[config.mk]
export PLATFORM = sky130hd
export DESIGN_NAME = pick_place_sequencer
export DESIGN_NICKNAME = d
export VERILOG_FILES = /design/src/pps_pkg.sv /design/src/pps_core.sv /design/src/pick_place_sequencer.sv
export SDC_FILE = /design/constraint.sdc
export NUM_CORES = 2
export LEC_CHECK = 0
export ABC_AREA = 1
export BUFFER_PORTS_ARGS = -buffer_cell sky130_fd_sc_hd__clkbuf_2
export CORE_MARGIN = 2
export CORE_UTILIZATION = 43
export DETAILED_ROUTE_END_ITERATION = 10
export HOLD_SLACK_MARGIN = 0.03
export MAX_ROUTING_LAYER = met4
export PLACE_DENSITY = 0.65
export REMOVE_ABC_BUFFERS = 1
export SYNTH_ARGS = -nofsm -noshare
export SYNTH_HDL_FRONTEND = slang
export SYNTH_SLANG_ARGS = --single-unit
[constraint.sdc]
create_clock -name clock -period 12.15 [get_ports clock]
set_clock_uncertainty 0.1 [all_clocks]
set_input_delay 0.6075 -clock clock [delete_from_list [all_inputs] [get_ports clock]]
set_output_delay 0.6075 -clock clock [all_outputs]
set_load 0.01 [all_outputs]
[src/pps_pkg.sv]
// ----------------------------------------------------------------------------
// pps_pkg: shared types and constants of the pick and place sequencer
// Holds the state codes, command codes, register addresses and the item
// structs that pass between the sequencer's modules.
// ----------------------------------------------------------------------------
`default_nettype none

package pps_pkg;

   // Largest number of moves in one plan.
   localparam int MAX_MOVES = 16;

   // Milliseconds per second, used by the timed waits.
   localparam int MS_PER_S = 1000;

   // Width of the elapsed-time product: 32-bit tick span times 1000.
   localparam int SPAN_W = 42;

   // Execution states.
   localparam logic [3:0] ST_IDLE          = 4'd0;
   localparam logic [3:0] ST_WAIT_ROUTE    = 4'd1;
   localparam logic [3:0] ST_APPROACH      = 4'd2;
   localparam logic [3:0] ST_LOWER_PICK    = 4'd3;
   localparam logic [3:0] ST_GRIP_DWELL    = 4'd4;
   localparam logic [3:0] ST_RAISE_PICK    = 4'd5;
   localparam logic [3:0] ST_TRANSFER      = 4'd6;
   localparam logic [3:0] ST_LOWER_PLACE   = 4'd7;
   localparam logic [3:0] ST_RELEASE_DWELL = 4'd8;
   localparam logic [3:0] ST_RAISE_PLACE   = 4'd9;
   localparam logic [3:0] ST_COMPLETE      = 4'd10;
   localparam logic [3:0] ST_ERROR         = 4'd11;

   // Item function codes.
   localparam logic FUNC_START = 1'b0;
   localparam logic FUNC_POLL  = 1'b1;

   // Route result codes.
   localparam logic [3:0] ROUTE_OK      = 4'd0;
   localparam logic [3:0] ROUTE_NO_CODE = 4'd15;

   // Solver result code for a good plan.
   localparam logic [3:0] SOLVER_OK = 4'd0;

   // Route phase codes.
   localparam logic PHASE_APPROACH = 1'b0;
   localparam logic PHASE_TRANSFER = 1'b1;

   // Gripper command codes.
   localparam logic [1:0] GRIP_NONE  = 2'd0;
   localparam logic [1:0] GRIP_CLOSE = 2'd1;
   localparam logic [1:0] GRIP_OPEN  = 2'd2;

   // Register indexes (byte address divided by four).
   localparam logic [1:0] REG_LIFT_TRAVEL   = 2'd0;
   localparam logic [1:0] REG_GRIP_DWELL    = 2'd1;
   localparam logic [1:0] REG_RELEASE_DWELL = 2'd2;
   localparam logic [1:0] REG_TICK_FREQ     = 2'd3;

   // Register reset values.
   localparam logic [15:0] LIFT_TRAVEL_RST   = 16'd350;
   localparam logic [15:0] GRIP_DWELL_RST    = 16'd300;
   localparam logic [15:0] RELEASE_DWELL_RST = 16'd200;
   localparam logic [19:0] TICK_FREQ_RST     = 20'd1000;

   // Configuration seen by the step logic.
   typedef struct packed {
      logic [15:0] lift_time;
      logic [15:0] grip_hold;
      logic [15:0] drop_hold;
      logic [19:0] tick_freq_hz;
   } pps_cfg_type;

   // One input item.
   typedef struct packed {
      logic        func;
      logic [3:0]  solver_result;
      logic [4:0]  plan_moves;
      logic        submit_ok;
      logic [31:0] tick_stamp;
      logic [31:0] route_id;
      logic [3:0]  route_result;
      logic        route_active;
      logic        route_phase;
      logic        route_complete;
      logic        crane_ok;
   } pps_req_type;

   // One result item.
   typedef struct packed {
      logic [3:0]  exec_state;
      logic [3:0]  decision_result;
      logic [3:0]  last_route_result;
      logic [4:0]  active_move;
      logic [31:0] active_plan_id;
      logic        cmd_submit;
      logic        cmd_cancel;
      logic [1:0]  cmd_grip;
      logic        cmd_raise;
      logic        cmd_resume;
      logic        published;
   } pps_rsp_type;

endpackage

`default_nettype wire

[src/pps_core.sv]
// ----------------------------------------------------------------------------
// pps_core: sequencer state and step logic
// Holds the sequencer state and works out, for one input item, the next
// state and the result item in a single combinational pass.
// ----------------------------------------------------------------------------
`default_nettype none

module pps_core
   import pps_pkg::*;
(
   input  logic        clock,
   input  logic        reset,
   input  logic        step_en,
   input  pps_req_type req,
   input  pps_cfg_type cfg,
   output pps_rsp_type rsp
);

   // Sequencer state.
   logic [3:0]  phase_ff, phase_in;
   logic        running_ff, running_in;
   logic [4:0]  move_index_ff, move_index_in;
   logic [4:0]  moves_total_ff, moves_total_in;
   logic [31:0] plan_id_ff, plan_id_in;
   logic [31:0] next_id_ff, next_id_in;
   logic [31:0] mark_tick_ff, mark_tick_in;
   logic [3:0]  route_code_ff, route_code_in;
   logic [3:0]  solver_code_ff, solver_code_in;

   logic [15:0]       limit;
   logic [31:0]       tick_span;
   logic [SPAN_W-1:0] span_ms;
   logic [SPAN_W-1:0] need_ms;
   logic              passed;
   logic [31:0]       id_bump;
   logic [4:0]        moves_sat;
   logic [4:0]        move_next;

   // Pick the limit that belongs to the current timed wait.
   always_comb begin
      case (phase_ff)
         ST_GRIP_DWELL:    limit = cfg.grip_hold;
         ST_RELEASE_DWELL: limit = cfg.drop_hold;
         default:          limit = cfg.lift_time;
      endcase
   end

   // Elapsed-time test: span * 1000 >= limit * tick rate; a zero rate
   // stops the clock, so only a zero limit passes.
   assign tick_span = req.tick_stamp - mark_tick_ff;
   assign span_ms   = SPAN_W'(tick_span) * SPAN_W'(MS_PER_S);
   assign need_ms   = SPAN_W'(limit) * SPAN_W'(cfg.tick_freq_hz);
   assign passed    = (cfg.tick_freq_hz == 20'd0) ? (limit == 16'd0)
                                                  : (span_ms >= need_ms);

   // Plan id counter skips zero when it wraps.
   assign id_bump = (next_id_ff == 32'hFFFF_FFFF) ? 32'd1 : next_id_ff + 32'd1;

   assign moves_sat = (req.plan_moves > 5'(MAX_MOVES)) ? 5'(MAX_MOVES)
                                                       : req.plan_moves;
   assign move_next = move_index_ff + 5'd1;

   // Step logic for one item.
   always_comb begin
      phase_in       = phase_ff;
      running_in     = running_ff;
      move_index_in  = move_index_ff;
      moves_total_in = moves_total_ff;
      plan_id_in     = plan_id_ff;
      next_id_in     = next_id_ff;
      mark_tick_in   = mark_tick_ff;
      route_code_in  = route_code_ff;
      solver_code_in = solver_code_ff;
      rsp            = '0;

      if (req.func == FUNC_START) begin
         // A start item cancels the route layer and opens a new plan, or goes to error.
         rsp.cmd_cancel = 1'b1;
         rsp.published  = 1'b1;
         solver_code_in = req.solver_result;
         moves_total_in = moves_sat;
         move_index_in  = 5'd0;
         plan_id_in     = 32'd0;
         route_code_in  = ROUTE_NO_CODE;
         if (req.solver_result == SOLVER_OK && moves_sat != 5'd0) begin
            next_id_in     = id_bump;
            rsp.cmd_submit = 1'b1;
            if (req.submit_ok) begin
               plan_id_in = next_id_ff;
               phase_in   = ST_WAIT_ROUTE;
               running_in = 1'b1;
            end else begin
               phase_in   = ST_ERROR;
               running_in = 1'b0;
            end
         end else begin
            phase_in   = ST_ERROR;
            running_in = 1'b0;
         end
      end else if (running_ff && req.route_id == plan_id_ff) begin
         route_code_in = req.route_result;
         if (req.route_result != ROUTE_OK) begin
            // A bad route result ends the plan.
            phase_in       = ST_ERROR;
            running_in     = 1'b0;
            rsp.cmd_cancel = 1'b1;
            rsp.published  = 1'b1;
         end else begin
            case (phase_ff)
               ST_WAIT_ROUTE: begin
                  if (req.route_active) begin
                     phase_in      = ST_APPROACH;
                     rsp.published = 1'b1;
                  end
               end
               ST_APPROACH: begin
                  if (req.route_phase == PHASE_APPROACH && req.route_complete) begin
                     phase_in      = ST_LOWER_PICK;
                     mark_tick_in  = req.tick_stamp;
                     rsp.published = 1'b1;
                  end
               end
               ST_LOWER_PICK, ST_LOWER_PLACE: begin
                  if (passed) begin
                     rsp.cmd_grip  = (phase_ff == ST_LOWER_PICK) ? GRIP_CLOSE
                                                                 : GRIP_OPEN;
                     rsp.published = 1'b1;
                     if (req.crane_ok) begin
                        phase_in     = (phase_ff == ST_LOWER_PICK) ? ST_GRIP_DWELL
                                                                   : ST_RELEASE_DWELL;
                        mark_tick_in = req.tick_stamp;
                     end else begin
                        phase_in   = ST_ERROR;
                        running_in = 1'b0;
                     end
                  end
               end
               ST_GRIP_DWELL, ST_RELEASE_DWELL: begin
                  if (passed) begin
                     rsp.cmd_raise = 1'b1;
                     rsp.published = 1'b1;
                     if (req.crane_ok) begin
                        phase_in     = (phase_ff == ST_GRIP_DWELL) ? ST_RAISE_PICK
                                                                   : ST_RAISE_PLACE;
                        mark_tick_in = req.tick_stamp;
                     end else begin
                        phase_in   = ST_ERROR;
                        running_in = 1'b0;
                     end
                  end
               end
               ST_RAISE_PICK: begin
                  if (passed) begin
                     rsp.cmd_resume = 1'b1;
                     phase_in       = ST_TRANSFER;
                     rsp.published  = 1'b1;
                  end
               end
               ST_TRANSFER: begin
                  if (req.route_phase == PHASE_TRANSFER && req.route_complete &&
                      !req.route_active) begin
                     phase_in      = ST_LOWER_PLACE;
                     mark_tick_in  = req.tick_stamp;
                     rsp.published = 1'b1;
                  end
               end
               ST_RAISE_PLACE: begin
                  if (passed) begin
                     rsp.published = 1'b1;
                     move_index_in = move_next;
                     if (move_next >= moves_total_ff) begin
                        phase_in   = ST_COMPLETE;
                        running_in = 1'b0;
                     end else begin
                        // Submit the next move under a fresh plan id.
                        next_id_in     = id_bump;
                        rsp.cmd_submit = 1'b1;
                        if (req.submit_ok) begin
                           plan_id_in    = next_id_ff;
                           phase_in      = ST_WAIT_ROUTE;
                           route_code_in = ROUTE_OK;
                        end else begin
                           phase_in   = ST_ERROR;
                           running_in = 1'b0;
                        end
                     end
                  end
               end
               default: begin
               end
            endcase
         end
      end

      // The status fields show the state after the step.
      rsp.exec_state        = phase_in;
      rsp.decision_result   = solver_code_in;
      rsp.last_route_result = route_code_in;
      rsp.active_move       = move_index_in;
      rsp.active_plan_id    = plan_id_in;
   end

   // State update on each processed item.
   always_ff @(posedge clock) begin
      if (reset) begin
         phase_ff       <= ST_IDLE;
         running_ff     <= 1'b0;
         move_index_ff  <= 5'd0;
         moves_total_ff <= 5'd0;
         plan_id_ff     <= 32'd0;
         next_id_ff     <= 32'd1;
         mark_tick_ff   <= 32'd0;
         route_code_ff  <= ROUTE_NO_CODE;
         solver_code_ff <= SOLVER_OK;
      end else if (step_en) begin
         phase_ff       <= phase_in;
         running_ff     <= running_in;
         move_index_ff  <= move_index_in;
         moves_total_ff <= moves_total_in;
         plan_id_ff     <= plan_id_in;
         next_id_ff     <= next_id_in;
         mark_tick_ff   <= mark_tick_in;
         route_code_ff  <= route_code_in;
         solver_code_ff <= solver_code_in;
      end
   end

endmodule

`default_nettype wire

[src/pick_place_sequencer.sv]
// Path: an accepted item waits in the input register and is stepped from
// there into the result register once the result register is free; its
// result is offered on the output channel from the result register.
// Throughput: one item per cycle; a stalled result holds the input register.
// Reset: synchronous, active high; returns to idle with the state and
// configuration registers at their reset values. No clearing pass is needed.
// ----------------------------------------------------------------------------
// pick_place_sequencer: crane move sequencer, top level
// Input item register, configuration registers on an APB-style port, the
// step core, and a result register toward the output channel.
// ----------------------------------------------------------------------------
`default_nettype none

module pick_place_sequencer
   import pps_pkg::*;
(
   input  logic        clock,
   input  logic        reset,

   // Input item channel.
   input  logic        req_valid,
   output logic        req_stall,
   input  logic        req_func,
   input  logic [3:0]  req_solver_result,
   input  logic [4:0]  req_plan_moves,
   input  logic        req_submit_ok,
   input  logic [31:0] req_tick_stamp,
   input  logic [31:0] req_route_id,
   input  logic [3:0]  req_route_result,
   input  logic        req_route_active,
   input  logic        req_route_phase,
   input  logic        req_route_complete,
   input  logic        req_crane_ok,

   // Result item channel.
   output logic        rsp_valid,
   input  logic        rsp_stall,
   output logic [3:0]  rsp_exec_state,
   output logic [3:0]  rsp_decision_result,
   output logic [3:0]  rsp_last_route_result,
   output logic [4:0]  rsp_active_move,
   output logic [31:0] rsp_active_plan_id,
   output logic        rsp_cmd_submit,
   output logic        rsp_cmd_cancel,
   output logic [1:0]  rsp_cmd_grip,
   output logic        rsp_cmd_raise,
   output logic        rsp_cmd_resume,
   output logic        rsp_published,

   // Configuration port.
   input  logic        csr_psel,
   input  logic        csr_penable,
   input  logic        csr_pwrite,
   input  logic [3:0]  csr_paddr,
   input  logic [31:0] csr_pwdata,
   output logic [31:0] csr_prdata,
   output logic        csr_pready
);

   pps_cfg_type cfg_ff;
   pps_req_type req_ff;
   logic        in_valid_ff;
   pps_rsp_type rsp_ff;
   logic        out_valid_ff;
   pps_rsp_type step_rsp;
   logic        out_free;
   logic        advance;
   logic        csr_write;

   // Configuration registers.
   assign csr_pready = 1'b1;
   assign csr_write  = csr_psel && csr_penable && csr_pwrite && csr_pready;

   always_ff @(posedge clock) begin
      if (reset) begin
         cfg_ff.lift_time    <= LIFT_TRAVEL_RST;
         cfg_ff.grip_hold    <= GRIP_DWELL_RST;
         cfg_ff.drop_hold    <= RELEASE_DWELL_RST;
         cfg_ff.tick_freq_hz <= TICK_FREQ_RST;
      end else if (csr_write) begin
         case (csr_paddr[3:2])
            REG_LIFT_TRAVEL:   cfg_ff.lift_time    <= csr_pwdata[15:0];
            REG_GRIP_DWELL:    cfg_ff.grip_hold    <= csr_pwdata[15:0];
            REG_RELEASE_DWELL: cfg_ff.drop_hold    <= csr_pwdata[15:0];
            REG_TICK_FREQ:     cfg_ff.tick_freq_hz <= csr_pwdata[19:0];
            default: begin
            end
         endcase
      end
   end

   // Register read-back.
   always_comb begin
      case (csr_paddr[3:2])
         REG_LIFT_TRAVEL:   csr_prdata = {16'd0, cfg_ff.lift_time};
         REG_GRIP_DWELL:    csr_prdata = {16'd0, cfg_ff.grip_hold};
         REG_RELEASE_DWELL: csr_prdata = {16'd0, cfg_ff.drop_hold};
         REG_TICK_FREQ:     csr_prdata = {12'd0, cfg_ff.tick_freq_hz};
         default:           csr_prdata = 32'd0;
      endcase
   end

   // Flow control: the held item steps when the result register is free.
   assign out_free  = !out_valid_ff || !rsp_stall;
   assign advance   = in_valid_ff && out_free;
   assign req_stall = in_valid_ff && !out_free;

   // Input item register.
   always_ff @(posedge clock) begin
      if (reset) begin
         in_valid_ff <= 1'b0;
      end else if (!req_stall) begin
         in_valid_ff <= req_valid;
      end
   end

   always_ff @(posedge clock) begin
      if (req_valid && !req_stall) begin
         req_ff.func           <= req_func;
         req_ff.solver_result  <= req_solver_result;
         req_ff.plan_moves     <= req_plan_moves;
         req_ff.submit_ok      <= req_submit_ok;
         req_ff.tick_stamp     <= req_tick_stamp;
         req_ff.route_id       <= req_route_id;
         req_ff.route_result   <= req_route_result;
         req_ff.route_active   <= req_route_active;
         req_ff.route_phase    <= req_route_phase;
         req_ff.route_complete <= req_route_complete;
         req_ff.crane_ok       <= req_crane_ok;
      end
   end

   // Step logic and sequencer state.
   pps_core u_core (
      .clock   (clock),
      .reset   (reset),
      .step_en (advance),
      .req     (req_ff),
      .cfg     (cfg_ff),
      .rsp     (step_rsp)
   );

   // Result register.
   always_ff @(posedge clock) begin
      if (reset) begin
         out_valid_ff <= 1'b0;
      end else if (out_free) begin
         out_valid_ff <= in_valid_ff;
      end
   end

   always_ff @(posedge clock) begin
      if (advance) begin
         rsp_ff <= step_rsp;
      end
   end

   assign rsp_valid             = out_valid_ff;
   assign rsp_exec_state        = rsp_ff.exec_state;
   assign rsp_decision_result   = rsp_ff.decision_result;
   assign rsp_last_route_result = rsp_ff.last_route_result;
   assign rsp_active_move       = rsp_ff.active_move;
   assign rsp_active_plan_id    = rsp_ff.active_plan_id;
   assign rsp_cmd_submit        = rsp_ff.cmd_submit;
   assign rsp_cmd_cancel        = rsp_ff.cmd_cancel;
   assign rsp_cmd_grip          = rsp_ff.cmd_grip;
   assign rsp_cmd_raise         = rsp_ff.cmd_raise;
   assign rsp_cmd_resume        = rsp_ff.cmd_resume;
   assign rsp_published         = rsp_ff.published;

endmodule

`default_nettype wire

==> key figures <==
Synth
  • Main flop type after synthesis: dfxtp_1
  • Post-synth EDFFs: between 100 and 150
  • Asr flop ratio synth: 0
  • Synth cell types: 63
  • Seq cells post-synth: between 300 and 400
  • Post-synthesis sequential area ratio: 0.240
  • Gate Count Post-Synth: between 4000 and 5000
  • Ys Warns: 0
  • Cell Area, Synth: roughly 33000 um^2
  • Syn avg cell area: 8.05 um^2

Place
  • Post-DP HPWL: a little under 70000 um
  • Placed Instance Area: between 30000 and 40000 um^2
  • Placed insts: approximately 5200
  • Placer Congestion: 0.944
  • PortBufs: approximately 190

Cells and area
  • Non-filler instance count after layout: 5310
  • Most frequent cells in the layout: 800 x inv_1, 727 x nand2_1, 387 x nor2_1, 369 x fa_1, 299 x a21oi_1
  • Commonest non-fill, non-tap cell in the layout: inv_1
  • N_diodes: 0
  • Cell area after layout: approximately 36000 um^2
  • Area delta synth->final: 9.07%
  • Fill count: 7593
  • Layout cells sized above 1: 0.0759
  • Nets: roughly 5000

Drt
  • DRC violations left: 0
  • Antenna viol nets, final: 0
  • Total routed wirelength: between 80000 and 90000 um
  • WL/cell: approximately 16 um
  • DRT iter0 DRCs: 1781
  • Total number of vias: 27400
  • 1st-pass router iterations: 6
  • Vias per cell: between 5 and 6

Clock network
  • Clock Path Buffers: 3
  • Clk root buf: clkbuf_16
  • Setup Fix Bufs, Post-CTS: 0
  • Clock transition at path regs: approximately 0.060 ns
  • Clk Latency, worst-skew pair: a little under 0.6 ns
  • Max H-tree Level: 2
  • Hold-fix buffers, CTS: 0
  • Sinks on Clock Net: 328
  • Cts bufs inserted: 37
  • CTS resizes: 0
  • CTS tree: yes

GRT
  • GRT Overall Usage: 0.230
  • First-pass GRT wire length: ~140000 um
  • Initial antenna violation count: 0
  • Grt ovf: 0
  • Vias in the first global route: between 20000 and 30000
  • Largest net degree at the start of global routing: 80

Setup path
  • Crit path depth: 47
  • Cell mode on critical path: nand2_1
  • Slowest library cell on the worst path: fa_1
  • Top delay family on crit path: adder cells
  • CP max FO: 64
  • CP Class: flop to flop
  • Critical Path AT: about 11 ns
  • Setup crit end: u_core.plan_id_ff[8]
  • Number of cells on the worst reg-to-reg path: 47
  • Worst R2R Start: u_core.phase_ff[3]
  • CP startpoint: u_core.phase_ff[3]
  • Crit path largest cell delay: 0.55 ns
  • CP bufs+invs: 11
  • CP required: about 13 ns
  • Worst R2R Setup Slack: 1.77 ns
  • Worst setup EP type: flop
  • Reg-to-Reg End: u_core.plan_id_ff[8]
  • Critical Path Start Type: flop

Power
  • Leak: roughly 17 nW
  • Worst VDD drop: around 420 uV
  • Pwr dens: between 200 and 300 nW/um^2

STA
  • RSZ-0062 raised after global routing: no
  • Max-slew violations: 0
  • Endpoints failing setup: 0
  • Period minus WS final: about 10 ns
  • Measured slew at the worst slew-check pin: 1.11 ns
  • Hold_ws: 0.0998 ns
  • Fin. Hold Viols: 0
  • Setup TNS: 0 ns
  • Fmax: a little under 100 MHz
  • Slew headroom: 0.258
  • Final worst-path cycle share: 0.854

Die
  • Starting density of the core: 0.435
  • Core ar.: between 70000 and 80000 um^2
  • Rows: 101
  • Top Ports: around 220
  • Die ar.: between 70000 and 80000 um^2
  • Horiz. Die Dim: 282 um
  • DIE HEIGHT: approximately 280 um

Flow run
  • Max Cap Violations: 0

Worst hold path
  • Hold WC Path Type: input port to flop

Outcome
  • Status: finished, final reports clean
cell families (layout without fill, tap and decap cells):
group | Yosys count | after routing | synth area share
simple gates | 1436 | 1436 | 0.181
buf+inv | 958 | 1104 | 0.113
fa+ha+maj | 633 | 633 | 0.322
compound gates | 625 | 625 | 0.106
flops | 328 | 328 | 0.240
xor+xnor | 141 | 141 | 0.0372
other cells | 2 | 13 | 0.000226
report_power, final:
| group | switching [W] | internal, W | total, W |
|---|---|---|---|
| Clock | 0.000486 | 0.000599 | 0.00108 |
| Sequential | 0.0000306 | 0.00120 | 0.00123 |
| Combinational | 0.00484 | 0.00313 | 0.00798 |
| Total | 0.00536 | 0.00493 | 0.0103 |
layout make-up:
class                   instances  area, um^2  share of cell area
clock buffers                  45         976              0.0270
clock inverters                21         173             0.00477
inverters                     815        3060              0.0846
multi-input cells            2848       21500               0.595
flip-flops and latches        328        7960               0.220
well taps                    1030        1290              0.0356
repair buffers                223        1200              0.0333
worst register-to-register path, delay by kind of cell (launching register included):
| kind | cells | cell delay [ns] |
|---|---|---|
| fa+ha+maj | 8 | 3.68 |
| compound gates | 12 | 2.23 |
| buf+inv | 11 | 1.89 |
| simple gates | 15 | 1.71 |
| flops | 1 | 0.50 |
| xor+xnor | 1 | 0.19 |
per-layer routing:
| layer | part of all wire | vias to the layer above | global-route usage |
|---|---|---|---|
| li1 | - | 13300 | - |
| met1 | 0.42 | 13100 | 0.290 |
| met2 | 0.49 | 816 | 0.382 |
| met3 | 0.054 | 185 | 0.0265 |
| met4 | 0.035 | 0 | 0.0797 |
| met5 | 0 | - | - |
synth_stat cells (16+ instances only):
library cell / number / area [um^2]
nand2_1: 727 / 2730
clkbuf_1: 107 / 402
nand3_1: 96 / 480
xor2_1: 79 / 692
nor2_1: 389 / 1460
fa_1: 369 / 7390
inv_1: 801 / 3010
nor4_1: 29 / 181
o22ai_1: 16 / 100
a21oi_1: 302 / 1510
ha_1: 264 / 3300
dfxtp_1: 189 / 3780
nor3_1: 106 / 531
o2111ai_1: 17 / 149
xnor2_1: 62 / 543
o211ai_1: 19 / 143
nand4_1: 37 / 231
o21ai_0: 126 / 631
o21ai_1: 68 / 340
edfxtp_1: 139 / 4170
worst min path at each step:
stage	end	cells past startpoint	from	slack [ns]
after floorplan	u_core.solver_code_ff[1]	2	u_core.solver_code_ff[1]	0.33
after global placement	u_core.solver_code_ff[3]	2	u_core.solver_code_ff[3]	0.34
after detailed placement	u_core.solver_code_ff[1]	2	u_core.solver_code_ff[1]	0.34
after CTS	req_ff[25]	1	req_route_id[17]	0.07
after global routing	req_ff[34]	1	req_route_id[26]	0.08
final	req_ff[78]	1	req_solver_result[0]	0.1
metrics by stage:
stage	total power, W	utilization	setup slack (ns)
2_1_floorplan	0.00746	-	2.87
6_report	0.0103	0.475	1.77
3_5_place_dp	0.00924	0.460	1.78
3_3_place_gp	0.00911	0.460	1.90
5_1_grt	0.0117	0.475	0.846
4_1_cts	0.0104	0.475	1.75
state kept, by name, summed over array words and instances, names as in the netlist, 2 cells and up:
name / flops
req_ff: 83
rsp_active_move: 5
u_core.mark_tick_ff: 32
u_core.phase_ff: 4
u_core.route_code_ff: 4
u_core.move_index_ff: 5
rsp_last_route_result: 4
rsp_cmd_grip: 2
rsp_exec_state: 4
u_core.moves_total_ff: 5
rsp_decision_result: 4
u_core.plan_id_ff: 32
u_core.next_id_ff: 32
rsp_active_plan_id: 32
u_core.solver_code_ff: 4
cfg_ff: 68
No activity file was read; power rests on OpenSTA's default activity.
